`src/lcp_pkg.sv`:
```
// Shared types, codes and name tables for the load command layout parser.
package lcp_pkg;

  localparam logic [31:0] IMAGE_MAGIC    = 32'hfeed_facf;
  localparam logic [31:0] KIND_SEGMENT   = 32'h0000_0019;
  localparam logic [31:0] KIND_SIGNATURE = 32'h0000_001d;
  localparam int unsigned HEADER_BYTES   = 32;

  localparam logic [2:0] ST_OK          = 3'd0;
  localparam logic [2:0] ST_BAD_MAGIC   = 3'd1;
  localparam logic [2:0] ST_SHORT_CMDS  = 3'd2;
  localparam logic [2:0] ST_MALFORMED   = 3'd3;
  localparam logic [2:0] ST_NO_LINKEDIT = 3'd4;

  typedef struct packed {
    logic [2:0]  status;
    logic [31:0] linkedit_cmd_offset;
    logic [63:0] linkedit_vm_address;
    logic [63:0] linkedit_file_offset;
    logic        text_found;
    logic [31:0] text_cmd_offset;
    logic [63:0] text_file_size;
    logic        sig_found;
    logic [31:0] sig_cmd_offset;
    logic [31:0] sig_data_offset;
  } result_t;

  // "__LINKEDIT" followed by NUL, indexed by offset within the command (8..18)
  function automatic logic [7:0] le_name_byte(input logic [5:0] idx);
    logic [7:0] c;
    case (idx)
      6'd8:    c = 8'h5f;
      6'd9:    c = 8'h5f;
      6'd10:   c = 8'h4c;
      6'd11:   c = 8'h49;
      6'd12:   c = 8'h4e;
      6'd13:   c = 8'h4b;
      6'd14:   c = 8'h45;
      6'd15:   c = 8'h44;
      6'd16:   c = 8'h49;
      6'd17:   c = 8'h54;
      default: c = 8'h00;
    endcase
    return c;
  endfunction

  // "__TEXT" followed by NUL, indexed by offset within the command (8..14)
  function automatic logic [7:0] tx_name_byte(input logic [5:0] idx);
    logic [7:0] c;
    case (idx)
      6'd8:    c = 8'h5f;
      6'd9:    c = 8'h5f;
      6'd10:   c = 8'h54;
      6'd11:   c = 8'h45;
      6'd12:   c = 8'h58;
      6'd13:   c = 8'h54;
      default: c = 8'h00;
    endcase
    return c;
  endfunction

endpackage

```
`src/lcp_if.sv`:
```
// Valid/ready channel interfaces for image bytes and parse results.
interface lcp_in_if;
  logic       valid;
  logic       ready;
  logic [7:0] image_byte;
  logic       final_byte;

  modport source (output valid, image_byte, final_byte, input ready);
  modport sink   (input valid, image_byte, final_byte, output ready);
endinterface

interface lcp_out_if;
  logic        valid;
  logic        ready;
  logic [2:0]  status;
  logic [31:0] linkedit_cmd_offset;
  logic [63:0] linkedit_vm_address;
  logic [63:0] linkedit_file_offset;
  logic        text_found;
  logic [31:0] text_cmd_offset;
  logic [63:0] text_file_size;
  logic        sig_found;
  logic [31:0] sig_cmd_offset;
  logic [31:0] sig_data_offset;

  modport source (output valid, status, linkedit_cmd_offset, linkedit_vm_address,
                  linkedit_file_offset, text_found, text_cmd_offset, text_file_size,
                  sig_found, sig_cmd_offset, sig_data_offset, input ready);
  modport sink   (input valid, status, linkedit_cmd_offset, linkedit_vm_address,
                  linkedit_file_offset, text_found, text_cmd_offset, text_file_size,
                  sig_found, sig_cmd_offset, sig_data_offset, output ready);
endinterface

```
`src/lcp_walker.sv`:
```
// Per-byte header and load command walker: parse state, captures and result decision.
module lcp_walker #(
  parameter int POSITION_BITS = 32
) (
  input  logic              clk,
  input  logic              rst,
  input  logic              step,
  input  logic [7:0]        image_byte,
  input  logic              final_byte,
  output logic              res_valid,
  output lcp_pkg::result_t  res
);
  import lcp_pkg::*;

  localparam int CW = (POSITION_BITS > 32) ? POSITION_BITS : 32;

  localparam logic [1:0] PH_HEADER   = 2'd0;
  localparam logic [1:0] PH_COMMANDS = 2'd1;
  localparam logic [1:0] PH_SKIP     = 2'd2;

  logic [POSITION_BITS-1:0] pos, pos_next;
  logic [1:0]               phase, phase_next;
  logic [31:0]              total, total_next;
  logic [31:0]              done, done_next;
  logic [POSITION_BITS-1:0] cstart, cstart_next;
  logic                     kind_seg, kind_seg_next;
  logic                     kind_sig, kind_sig_next;
  logic [31:0]              last, last_next;     // command size minus one
  logic [31:0]              rel, rel_next;       // offset within current command
  logic [55:0]              gather, gather_next;
  logic                     nm_le, nm_le_next;
  logic                     nm_tx, nm_tx_next;
  logic                     le_seen, le_seen_next;
  logic [31:0]              le_off, le_off_next;
  logic [63:0]              le_vm, le_vm_next;
  logic [63:0]              le_fo, le_fo_next;
  logic                     tx_found, tx_found_next;
  logic [31:0]              tx_off, tx_off_next;
  logic [63:0]              tx_size, tx_size_next;
  logic                     sg_found, sg_found_next;
  logic [31:0]              sg_off, sg_off_next;
  logic [31:0]              sg_data, sg_data_next;

  logic [4:0]  hdr_idx;
  logic        hdr_in;
  logic [31:0] hdr_word;
  logic [5:0]  rel_lo;
  logic        rel_in64;
  logic        rel_lt8;
  logic [63:0] cmd_word;
  logic [31:0] new_kind;
  logic [31:0] new_size;
  logic [31:0] size_m1;
  logic        size_bad;
  logic [31:0] done_inc;
  logic        ended;
  logic [2:0]  status_c;

  assign hdr_idx  = pos[4:0];
  assign hdr_in   = (pos[POSITION_BITS-1:5] == '0);
  assign hdr_word = {image_byte, gather[23:0]};
  assign rel_lo   = rel[5:0];
  assign rel_in64 = (rel[31:6] == '0);
  assign rel_lt8  = (rel[31:3] == '0);
  assign cmd_word = {image_byte, gather};
  assign new_kind = cmd_word[31:0];
  assign new_size = cmd_word[63:32];
  assign size_m1  = new_size - 32'd1;
  // the command must end at or below the top of the position space
  assign size_bad = (new_size < 32'd8) || (CW'(size_m1) > CW'(~cstart));
  assign done_inc = done + 32'd1;

  always_comb begin
    pos_next      = pos + 1'b1;
    phase_next    = phase;
    total_next    = total;
    done_next     = done;
    cstart_next   = cstart;
    kind_seg_next = kind_seg;
    kind_sig_next = kind_sig;
    last_next     = last;
    rel_next      = rel;
    gather_next   = gather;
    nm_le_next    = nm_le;
    nm_tx_next    = nm_tx;
    le_seen_next  = le_seen;
    le_off_next   = le_off;
    le_vm_next    = le_vm;
    le_fo_next    = le_fo;
    tx_found_next = tx_found;
    tx_off_next   = tx_off;
    tx_size_next  = tx_size;
    sg_found_next = sg_found;
    sg_off_next   = sg_off;
    sg_data_next  = sg_data;
    ended         = 1'b0;
    res_valid     = 1'b0;
    status_c      = ST_OK;

    unique case (phase)
      PH_HEADER: begin
        if (hdr_in && hdr_idx < 5'd4) begin
          gather_next[{hdr_idx[1:0], 3'b000} +: 8] = image_byte;
        end else if (hdr_in && hdr_idx >= 5'd16 && hdr_idx < 5'd20) begin
          if (hdr_idx == 5'd16) begin
            gather_next = '0;
          end
          gather_next[{hdr_idx[1:0], 3'b000} +: 8] = image_byte;
          if (hdr_idx == 5'd19) begin
            total_next = hdr_word;
          end
        end

        if (hdr_in && hdr_idx == 5'd3 && hdr_word != IMAGE_MAGIC) begin
          res_valid = 1'b1;
          status_c  = ST_BAD_MAGIC;
        end else if (hdr_in && hdr_idx == 5'd31) begin
          if (total == '0) begin
            res_valid = 1'b1;
            status_c  = le_seen ? ST_OK : ST_NO_LINKEDIT;
          end else begin
            phase_next  = PH_COMMANDS;
            cstart_next = POSITION_BITS'(HEADER_BYTES);
            done_next   = '0;
            rel_next    = '0;
            if (final_byte) begin
              res_valid = 1'b1;
              status_c  = ST_SHORT_CMDS;
            end
          end
        end else if (final_byte) begin
          res_valid = 1'b1;
          status_c  = ST_BAD_MAGIC;
        end
      end

      PH_COMMANDS: begin
        rel_next = rel + 32'd1;
        if (rel == '0) begin
          gather_next = '0;
          nm_le_next  = 1'b1;
          nm_tx_next  = 1'b1;
        end

        if (rel_lt8) begin
          if (rel[2:0] != 3'd7) begin
            gather_next[{rel[2:0], 3'b000} +: 8] = image_byte;
          end else begin
            kind_seg_next = (new_kind == KIND_SEGMENT);
            kind_sig_next = (new_kind == KIND_SIGNATURE);
            last_next     = size_m1;
            if (size_bad) begin
              res_valid = 1'b1;
              status_c  = ST_MALFORMED;
            end else if (new_kind == KIND_SIGNATURE) begin
              sg_found_next = 1'b1;
              sg_off_next   = 32'(cstart);
              sg_data_next  = '0;
            end
          end
        end else if (kind_seg) begin
          if (rel_in64 && rel_lo <= 6'd18 && image_byte != le_name_byte(rel_lo)) begin
            nm_le_next = 1'b0;
          end
          if (rel_in64 && rel_lo <= 6'd14 && image_byte != tx_name_byte(rel_lo)) begin
            nm_tx_next = 1'b0;
          end
          if (rel_in64 && rel_lo == 6'd14 && nm_tx_next) begin
            tx_found_next = 1'b1;
            tx_off_next   = 32'(cstart);
            tx_size_next  = '0;
          end
          if (rel_in64 && rel_lo == 6'd18 && nm_le_next) begin
            le_seen_next = 1'b1;
            le_off_next  = 32'(cstart);
            le_vm_next   = '0;
            le_fo_next   = '0;
          end
          if (rel_in64 && rel_lo[5:3] == 3'd3 && nm_le) begin
            le_vm_next[{rel_lo[2:0], 3'b000} +: 8] = image_byte;
          end
          if (rel_in64 && rel_lo[5:3] == 3'd5 && nm_le) begin
            le_fo_next[{rel_lo[2:0], 3'b000} +: 8] = image_byte;
          end
          if (rel_in64 && rel_lo[5:3] == 3'd6 && nm_tx) begin
            tx_size_next[{rel_lo[2:0], 3'b000} +: 8] = image_byte;
          end
        end else if (kind_sig && rel_in64 && rel_lo < 6'd12) begin
          sg_data_next[{rel_lo[1:0], 3'b000} +: 8] = image_byte;
        end

        // end of command: size byte itself for an 8-byte command
        if (!res_valid) begin
          if (rel_lt8) begin
            ended = (rel[2:0] == 3'd7) && (size_m1 == 32'd7);
          end else begin
            ended = (rel == last);
          end
        end

        if (ended) begin
          done_next = done_inc;
          rel_next  = '0;
          if (done_inc == total) begin
            res_valid = 1'b1;
            status_c  = le_seen_next ? ST_OK : ST_NO_LINKEDIT;
          end else begin
            cstart_next = pos + 1'b1;
          end
        end

        if (!res_valid && final_byte) begin
          res_valid = 1'b1;
          status_c  = (ended || (rel_lt8 && rel[2:0] != 3'd7)) ? ST_SHORT_CMDS
                                                                : ST_MALFORMED;
        end
      end

      default: begin
      end
    endcase

    if (res_valid) begin
      phase_next = PH_SKIP;
    end
  end

  always_comb begin
    res        = '0;
    res.status = status_c;
    if (status_c == ST_OK) begin
      res.linkedit_cmd_offset  = le_off_next;
      res.linkedit_vm_address  = le_vm_next;
      res.linkedit_file_offset = le_fo_next;
      res.text_found           = tx_found_next;
      res.text_cmd_offset      = tx_off_next;
      res.text_file_size       = tx_size_next;
      res.sig_found            = sg_found_next;
      res.sig_cmd_offset       = sg_off_next;
      res.sig_data_offset      = sg_data_next;
    end
  end

  // final_byte returns the walker to its reset state for the next image
  always_ff @(posedge clk) begin
    if (rst || (step && final_byte)) begin
      pos      <= '0;
      phase    <= PH_HEADER;
      total    <= '0;
      done     <= '0;
      cstart   <= POSITION_BITS'(HEADER_BYTES);
      kind_seg <= 1'b0;
      kind_sig <= 1'b0;
      last     <= '0;
      rel      <= '0;
      gather   <= '0;
      nm_le    <= 1'b1;
      nm_tx    <= 1'b1;
      le_seen  <= 1'b0;
      le_off   <= '0;
      le_vm    <= '0;
      le_fo    <= '0;
      tx_found <= 1'b0;
      tx_off   <= '0;
      tx_size  <= '0;
      sg_found <= 1'b0;
      sg_off   <= '0;
      sg_data  <= '0;
    end else if (step) begin
      pos      <= pos_next;
      phase    <= phase_next;
      total    <= total_next;
      done     <= done_next;
      cstart   <= cstart_next;
      kind_seg <= kind_seg_next;
      kind_sig <= kind_sig_next;
      last     <= last_next;
      rel      <= rel_next;
      gather   <= gather_next;
      nm_le    <= nm_le_next;
      nm_tx    <= nm_tx_next;
      le_seen  <= le_seen_next;
      le_off   <= le_off_next;
      le_vm    <= le_vm_next;
      le_fo    <= le_fo_next;
      tx_found <= tx_found_next;
      tx_off   <= tx_off_next;
      tx_size  <= tx_size_next;
      sg_found <= sg_found_next;
      sg_off   <= sg_off_next;
      sg_data  <= sg_data_next;
    end
  end

endmodule

```
`src/load_command_layout_parser.sv`:
```
// Top level: input register, byte walker and result register of the load command parser.
// Result timing: a result is loaded into the result register when the byte that settles it
//   leaves the input register and steps the walker; walker update and result load share an edge.
// Throughput: one image byte per cycle; the input side stalls only while a byte is held
//   and a finished result is still waiting to be taken.
// Reset: rst (synchronous) clears all parse state; a byte with final_byte set also
//   returns the walker to its reset state for the next image.
module load_command_layout_parser #(
  parameter int POSITION_BITS = 32
) (
  input  logic       clk,
  input  logic       rst,
  lcp_in_if.sink     byte_in,
  lcp_out_if.source  result_out
);
  import lcp_pkg::*;

  // input register
  logic       in_valid;
  logic [7:0] in_byte;
  logic       in_final;

  // result register
  logic       out_valid;
  result_t    out_res;

  logic       advance;
  logic       res_valid;
  result_t    res;

  // the held byte goes through the walker when the result slot can take a result
  assign advance       = in_valid && (!out_valid || result_out.ready);
  assign byte_in.ready = !in_valid || advance;

  always_ff @(posedge clk) begin
    if (rst) begin
      in_valid <= 1'b0;
    end else if (byte_in.valid && byte_in.ready) begin
      in_valid <= 1'b1;
    end else if (advance) begin
      in_valid <= 1'b0;
    end
  end

  always_ff @(posedge clk) begin
    if (byte_in.valid && byte_in.ready) begin
      in_byte  <= byte_in.image_byte;
      in_final <= byte_in.final_byte;
    end
  end

  lcp_walker #(
    .POSITION_BITS(POSITION_BITS)
  ) u_walker (
    .clk        (clk),
    .rst        (rst),
    .step       (advance),
    .image_byte (in_byte),
    .final_byte (in_final),
    .res_valid  (res_valid),
    .res        (res)
  );

  // result transaction register
  always_ff @(posedge clk) begin
    if (rst) begin
      out_valid <= 1'b0;
    end else if (advance && res_valid) begin
      out_valid <= 1'b1;
    end else if (result_out.ready) begin
      out_valid <= 1'b0;
    end
  end

  always_ff @(posedge clk) begin
    if (advance && res_valid) begin
      out_res <= res;
    end
  end

  assign result_out.valid                = out_valid;
  assign result_out.status               = out_res.status;
  assign result_out.linkedit_cmd_offset  = out_res.linkedit_cmd_offset;
  assign result_out.linkedit_vm_address  = out_res.linkedit_vm_address;
  assign result_out.linkedit_file_offset = out_res.linkedit_file_offset;
  assign result_out.text_found           = out_res.text_found;
  assign result_out.text_cmd_offset      = out_res.text_cmd_offset;
  assign result_out.text_file_size       = out_res.text_file_size;
  assign result_out.sig_found            = out_res.sig_found;
  assign result_out.sig_cmd_offset       = out_res.sig_cmd_offset;
  assign result_out.sig_data_offset      = out_res.sig_data_offset;

endmodule
```
`src/flat_wrapper.sv`:
```
// flat-port wrapper written by rule: the top's interface ports become plain ports
module load_command_layout_parser_flat import lcp_pkg::*;
#(
  parameter int POSITION_BITS = 32
)
  (clk, rst, byte_in_valid, byte_in_image_byte, byte_in_final_byte, byte_in_ready, result_out_valid, result_out_status, result_out_linkedit_cmd_offset, result_out_linkedit_vm_address, result_out_linkedit_file_offset, result_out_text_found, result_out_text_cmd_offset, result_out_text_file_size, result_out_sig_found, result_out_sig_cmd_offset, result_out_sig_data_offset, result_out_ready);
  lcp_in_if byte_in_i ();
  lcp_out_if result_out_i ();
  input  logic clk;
  input  logic rst;
  input wire logic [$bits(byte_in_i.valid)-1:0] byte_in_valid;
  input wire logic [$bits(byte_in_i.image_byte)-1:0] byte_in_image_byte;
  input wire logic [$bits(byte_in_i.final_byte)-1:0] byte_in_final_byte;
  output wire logic [$bits(byte_in_i.ready)-1:0] byte_in_ready;
  output wire logic [$bits(result_out_i.valid)-1:0] result_out_valid;
  output wire logic [$bits(result_out_i.status)-1:0] result_out_status;
  output wire logic [$bits(result_out_i.linkedit_cmd_offset)-1:0] result_out_linkedit_cmd_offset;
  output wire logic [$bits(result_out_i.linkedit_vm_address)-1:0] result_out_linkedit_vm_address;
  output wire logic [$bits(result_out_i.linkedit_file_offset)-1:0] result_out_linkedit_file_offset;
  output wire logic [$bits(result_out_i.text_found)-1:0] result_out_text_found;
  output wire logic [$bits(result_out_i.text_cmd_offset)-1:0] result_out_text_cmd_offset;
  output wire logic [$bits(result_out_i.text_file_size)-1:0] result_out_text_file_size;
  output wire logic [$bits(result_out_i.sig_found)-1:0] result_out_sig_found;
  output wire logic [$bits(result_out_i.sig_cmd_offset)-1:0] result_out_sig_cmd_offset;
  output wire logic [$bits(result_out_i.sig_data_offset)-1:0] result_out_sig_data_offset;
  input wire logic [$bits(result_out_i.ready)-1:0] result_out_ready;
  assign byte_in_i.valid = byte_in_valid;
  assign byte_in_i.image_byte = byte_in_image_byte;
  assign byte_in_i.final_byte = byte_in_final_byte;
  assign byte_in_ready = byte_in_i.ready;
  assign result_out_valid = result_out_i.valid;
  assign result_out_status = result_out_i.status;
  assign result_out_linkedit_cmd_offset = result_out_i.linkedit_cmd_offset;
  assign result_out_linkedit_vm_address = result_out_i.linkedit_vm_address;
  assign result_out_linkedit_file_offset = result_out_i.linkedit_file_offset;
  assign result_out_text_found = result_out_i.text_found;
  assign result_out_text_cmd_offset = result_out_i.text_cmd_offset;
  assign result_out_text_file_size = result_out_i.text_file_size;
  assign result_out_sig_found = result_out_i.sig_found;
  assign result_out_sig_cmd_offset = result_out_i.sig_cmd_offset;
  assign result_out_sig_data_offset = result_out_i.sig_data_offset;
  assign result_out_i.ready = result_out_ready;
  load_command_layout_parser #(.POSITION_BITS(POSITION_BITS)) u_core (.clk(clk), .rst(rst), .byte_in(byte_in_i), .result_out(result_out_i));
endmodule
```
`config.mk`:
```
export PLATFORM = sky130hd
export DESIGN_NAME = load_command_layout_parser_flat
export DESIGN_NICKNAME = d
export VERILOG_FILES = /design/src/lcp_pkg.sv /design/src/lcp_if.sv /design/src/lcp_walker.sv /design/src/load_command_layout_parser.sv /design/src/flat_wrapper.sv
export SDC_FILE = /design/constraint.sdc
export NUM_CORES = 2
export LEC_CHECK = 0
export BUFFER_PORTS_ARGS = -buffer_cell sky130_fd_sc_hd__buf_2
export CELL_PAD_IN_SITES_DETAIL_PLACEMENT = 1
export CELL_PAD_IN_SITES_GLOBAL_PLACEMENT = 1
export CORE_MARGIN = 3
export CORE_UTILIZATION = 40
export CTS_BUF_LIST = sky130_fd_sc_hd__clkbuf_4 sky130_fd_sc_hd__clkbuf_8
export DETAILED_ROUTE_END_ITERATION = 10
export PLACE_DENSITY_LB_ADDON = 0.1
export SLEW_MARGIN = 25
export SYNTH_ARGS = -nofsm -noshare
export SYNTH_HDL_FRONTEND = slang
export SYNTH_SLANG_ARGS = --single-unit
```
`constraint.sdc`:
```
create_clock -name clk -period 18.16 [get_ports clk]
set_input_delay 0.908 -clock clk [delete_from_list [all_inputs] [get_ports clk]]
set_output_delay 0.908 -clock clk [all_outputs]
set_load 0.01 [all_outputs]
```
==> summary.md <==
| Metric | Value |
|---|---|
| Outcome | `finished, final reports clean` |
| DR WL/cell | `24.7 um` |
| DIE AREA | `between 100,000 and 150,000 um2` |
| M3 GR Usage | `4.46%` |
| CTS H-tree depth | `4` |
| Num CTS Buffers | `165` |
| CTS tree | `done` |
| Worst setup EP type | `flip-flop` |
| First-pass GRT wire length | `approximately 240,000 um` |
| Final hold vios | `0` |
| Placer Congestion | `~0.9` |
| Crit start category | `flip-flop` |
| CP Cell Sequence | `inv_1, ha_1, or3b_1, or4_1, nor4_1, xnor2_1, ha_1, nand4_1, nor4_1, a221oi_1, nand4b_1, o311ai_0, buf_4, nand2_1, a21o_1, a31oi_1, nor2_4, buf_4, buf_4, buf_4` |
| Most common flop cell mapped by yosys | `dfxtp_1` |
| Unrepaired setup endpoints after global routing | `no` |
| Iteration-0 DRC Markers | `between 3,000 and 4,000` |
| Most common cell in the netlist | `dfxtp_1` |
| Fmax | `127 MHz` |
| PortBufs | `339` |
| CP arrival | `8340 ps` |
| Post-CTS resize count | `0` |
| Max Root-Sink Buffers | `3` |
| Routed Antenna Nets | `0` |
| Slew HR | `25.4%` |
| Hold buffer count at CTS | `0` |
| Synth top area share | `a little over a quarter` |
| HPWL after DPL | `104,000 um` |
| MaxCap Viol Count | `0` |
| CTS sink cnt | `a little over 900` |
| FP Rows | `119` |
| Slowest CP cell | `buf_4` |
| I/O pins | `between 300 and 400` |
| Avg Inst Size Synth | `between 9 and 10 um2` |
| Post-synth ARST share | `0%` |
| Met2 Resource Use GR | `44.1%` |
| Register area share after synthesis | `51.0%` |
| Pwr dens | `88.5 nW/um2` |
| Post-Syn Area | `42,600 um2` |
| Drt total wl | `~160,000 um` |
| Flops & latches, synth | `919` |
| Initial antenna violation count | `3` |
| Lkg Pwr | `16.1 nW` |
| Non-Filler Instances | `6,357` |
| Area contributors post-synth | `dfxtp_1 27%, edfxtp_1 24%, a22oi_1 7.4%, nor2_1 4.7%, nor3_1 4.6%` |
| Die Height | `333 um` |
| Post-synth top cells | `585 x dfxtp_1, 535 x nor2_1, 460 x nand2_1, 422 x a22oi_1, 392 x nor3_1` |
| Setup CP Type | `flip-flop to flip-flop` |
| Top cell by count, worst path | `buf_4` |
| Setup violators final | `0` |
| Yosys warns | `0` |
| Cells after DPL | `6,042` |
| Post-CTS setup buffers | `0` |
| GR met1 Demand/Resource | `38.1%` |
| Clk slew on worst S/H paths | `60 ps` |
| Max incr delay on CP | `800 ps` |
| DRT Pass-1 Iters | `6` |
| Post-route setup TNS | `0 ps` |
| Share of cells above drive strength 1 | `15.1%` |
| Vias | `between 30,000 and 40,000` |
| Gr busiest metal | `met2` |
| Hold Crit Class | `input pin to flip-flop` |
| Synth Instances | `4,610` |
| Maximum number of pins on one net before global-route repair | `about 190` |
| Worst-path maximum fanout | `75` |
| Cell variety after synth | `78` |
| Placeable Area | `106,000 um2` |
| Req. time, crit path | `~19,000 ps` |
| Worst Clk Skew | `33.6 ps` |
| Setup WS post-layout | `between 10,000 and 15,000 ps` |
| Dpl ws | `10,260 ps` |
| Max-slew violations | `0` |
| Leading area contributor after synthesis | `dfxtp_1` |
| Width of the chip | `333 um` |
| Layout area overhead | `14.2%` |
| Drt drc | `0` |
| Layout net count | `slightly below 5,000` |
| Clk_lat worst skew | `870 ps` |
| R2R setup slack | `10,300 ps` |
| GR Overflow Total | `0` |
| Initial core utilization | `40.4%` |
| Number of enable flip-flop cells after synthesis | `334` |
| Tightest Pin Transition | `roughly 1100 ps` |
| Max VDD drop | `57.8 uV` |
| Synthesized Nets | `4,675` |
| Clk root buf | `clkbuf_8` |
| Avg Vias per Cell | `5.94` |
| Global Route Usage Sum | `27.6%` |
| Final Cycle Share | `between 40% and 50%` |
| Post-layout min period | `7860 ps` |
| Vias in the first global route | `approximately 37,000` |
[worst max-delay path, delay by kind of cell, from the launching register on]
| family | cells | cell delay [ps] |
|---|---|---|
| XOR/XNOR | 1 | 160 |
| flip-flops | 1 | 390 |
| buffers and inverters | 5 | 2550 |
| AO/OA/AOI/OAI | 4 | 700 |
| adder cells (fa/ha/maj) | 2 | 600 |
| AND/OR/NAND/NOR | 8 | 2950 |
[cell families (layout without fill, tap and decap cells)]
kind of cell | after synthesis | in the layout | share of synthesized area [%]
XOR/XNOR | 178 | 178 | 3.69
buffers and inverters | 402 | 751 | 3.85
AO/OA/AOI/OAI | 1060 | 1060 | 16.5
AND/OR/NAND/NOR | 1903 | 1903 | 21.2
multiplexers | 96 | 96 | 2.25
flip-flops | 919 | 919 | 51.0
other | 0 | 7 | 0
adder cells (fa/ha/maj) | 52 | 52 | 1.53
[final timing paths]
| kind | start | to | cells after the start |
|---|---|---|---|
| max | u_core.u_walker.gather[32] | u_core.result_out.linkedit_file_offset[42] | 20 |
| min reg2reg | u_core.u_walker.le_vm[38] | u_core.u_walker.le_vm[38] | 2 |
| min | byte_in_image_byte[7] | u_core.in_byte[7] | 1 |
| max reg2reg | u_core.u_walker.gather[32] | u_core.result_out.linkedit_file_offset[42] | 20 |
[layer usage]
layer,routed length (um),part of all wire [%],vias up
li1,-,-,17400
met1,70900,45,18900
met2,72600,46,1168
met3,8720,5.6,262
met4,4760,3.0,0
met5,0,0,-
[cell usage in the layout, fill, tap and decap left out, types with 60 or more instances in the layout]
master	instances
dfxtp_1	585
nor3_1	386
nand4_1	80
xnor2_1	68
clkbuf_4	60
nand2_1	458
nor4_1	67
a21oi_1	305
clkbuf_8	184
buf_2	339
o21ai_0	99
edfxtp_1	334
buf_4	68
nor2_1	523
xor2_1	109
and3_1	63
a22oi_1	422
nand3_1	78
mux2i_1	96
[area by class of cell]
cell class / count / area [um2]
repair buffers: 413 / 2330
clock buffers: 244 / 2980
well taps: 1391 / 1740
diodes: 7 / 17.5
flip-flops and latches: 919 / 21700
fillers: 12100 / 56900
clock inverters: 62 / 344
inverters: 32 / 120
multi-input cells: 3289 / 19400
[state kept, by name, indices dropped and copies added (netlist names), 56 cells and up, named ones only]
signal and count:
u_core.result_out.linkedit_file_offset 64, u_core.result_out.linkedit_vm_address 64, u_core.result_out.text_file_size 64, u_core.u_walker.le_fo 64
u_core.u_walker.le_vm 64, u_core.u_walker.tx_size 64, u_core.u_walker.gather 56
[power by group]
group	switching, W	internal (W)
registers	0.0000178	0.00216
clock network	0.000912	0.00106
logic	0.000129	0.0000342
total	0.00106	0.00325
[through the flow]
stage	utilization (%)	cell area, um2	power, W	hold WS (ps)
finish	46.1	48700	0.00431	239
global route	46.1	48700	0.00446	193
CTS	46.0	48600	0.00436	163
detailed placement	42.9	45300	0.00238	445
global placement	42.9	45300	0.00238	438
floorplan	-	42600	0.00231	432
(Power assumes the default switching activity.)
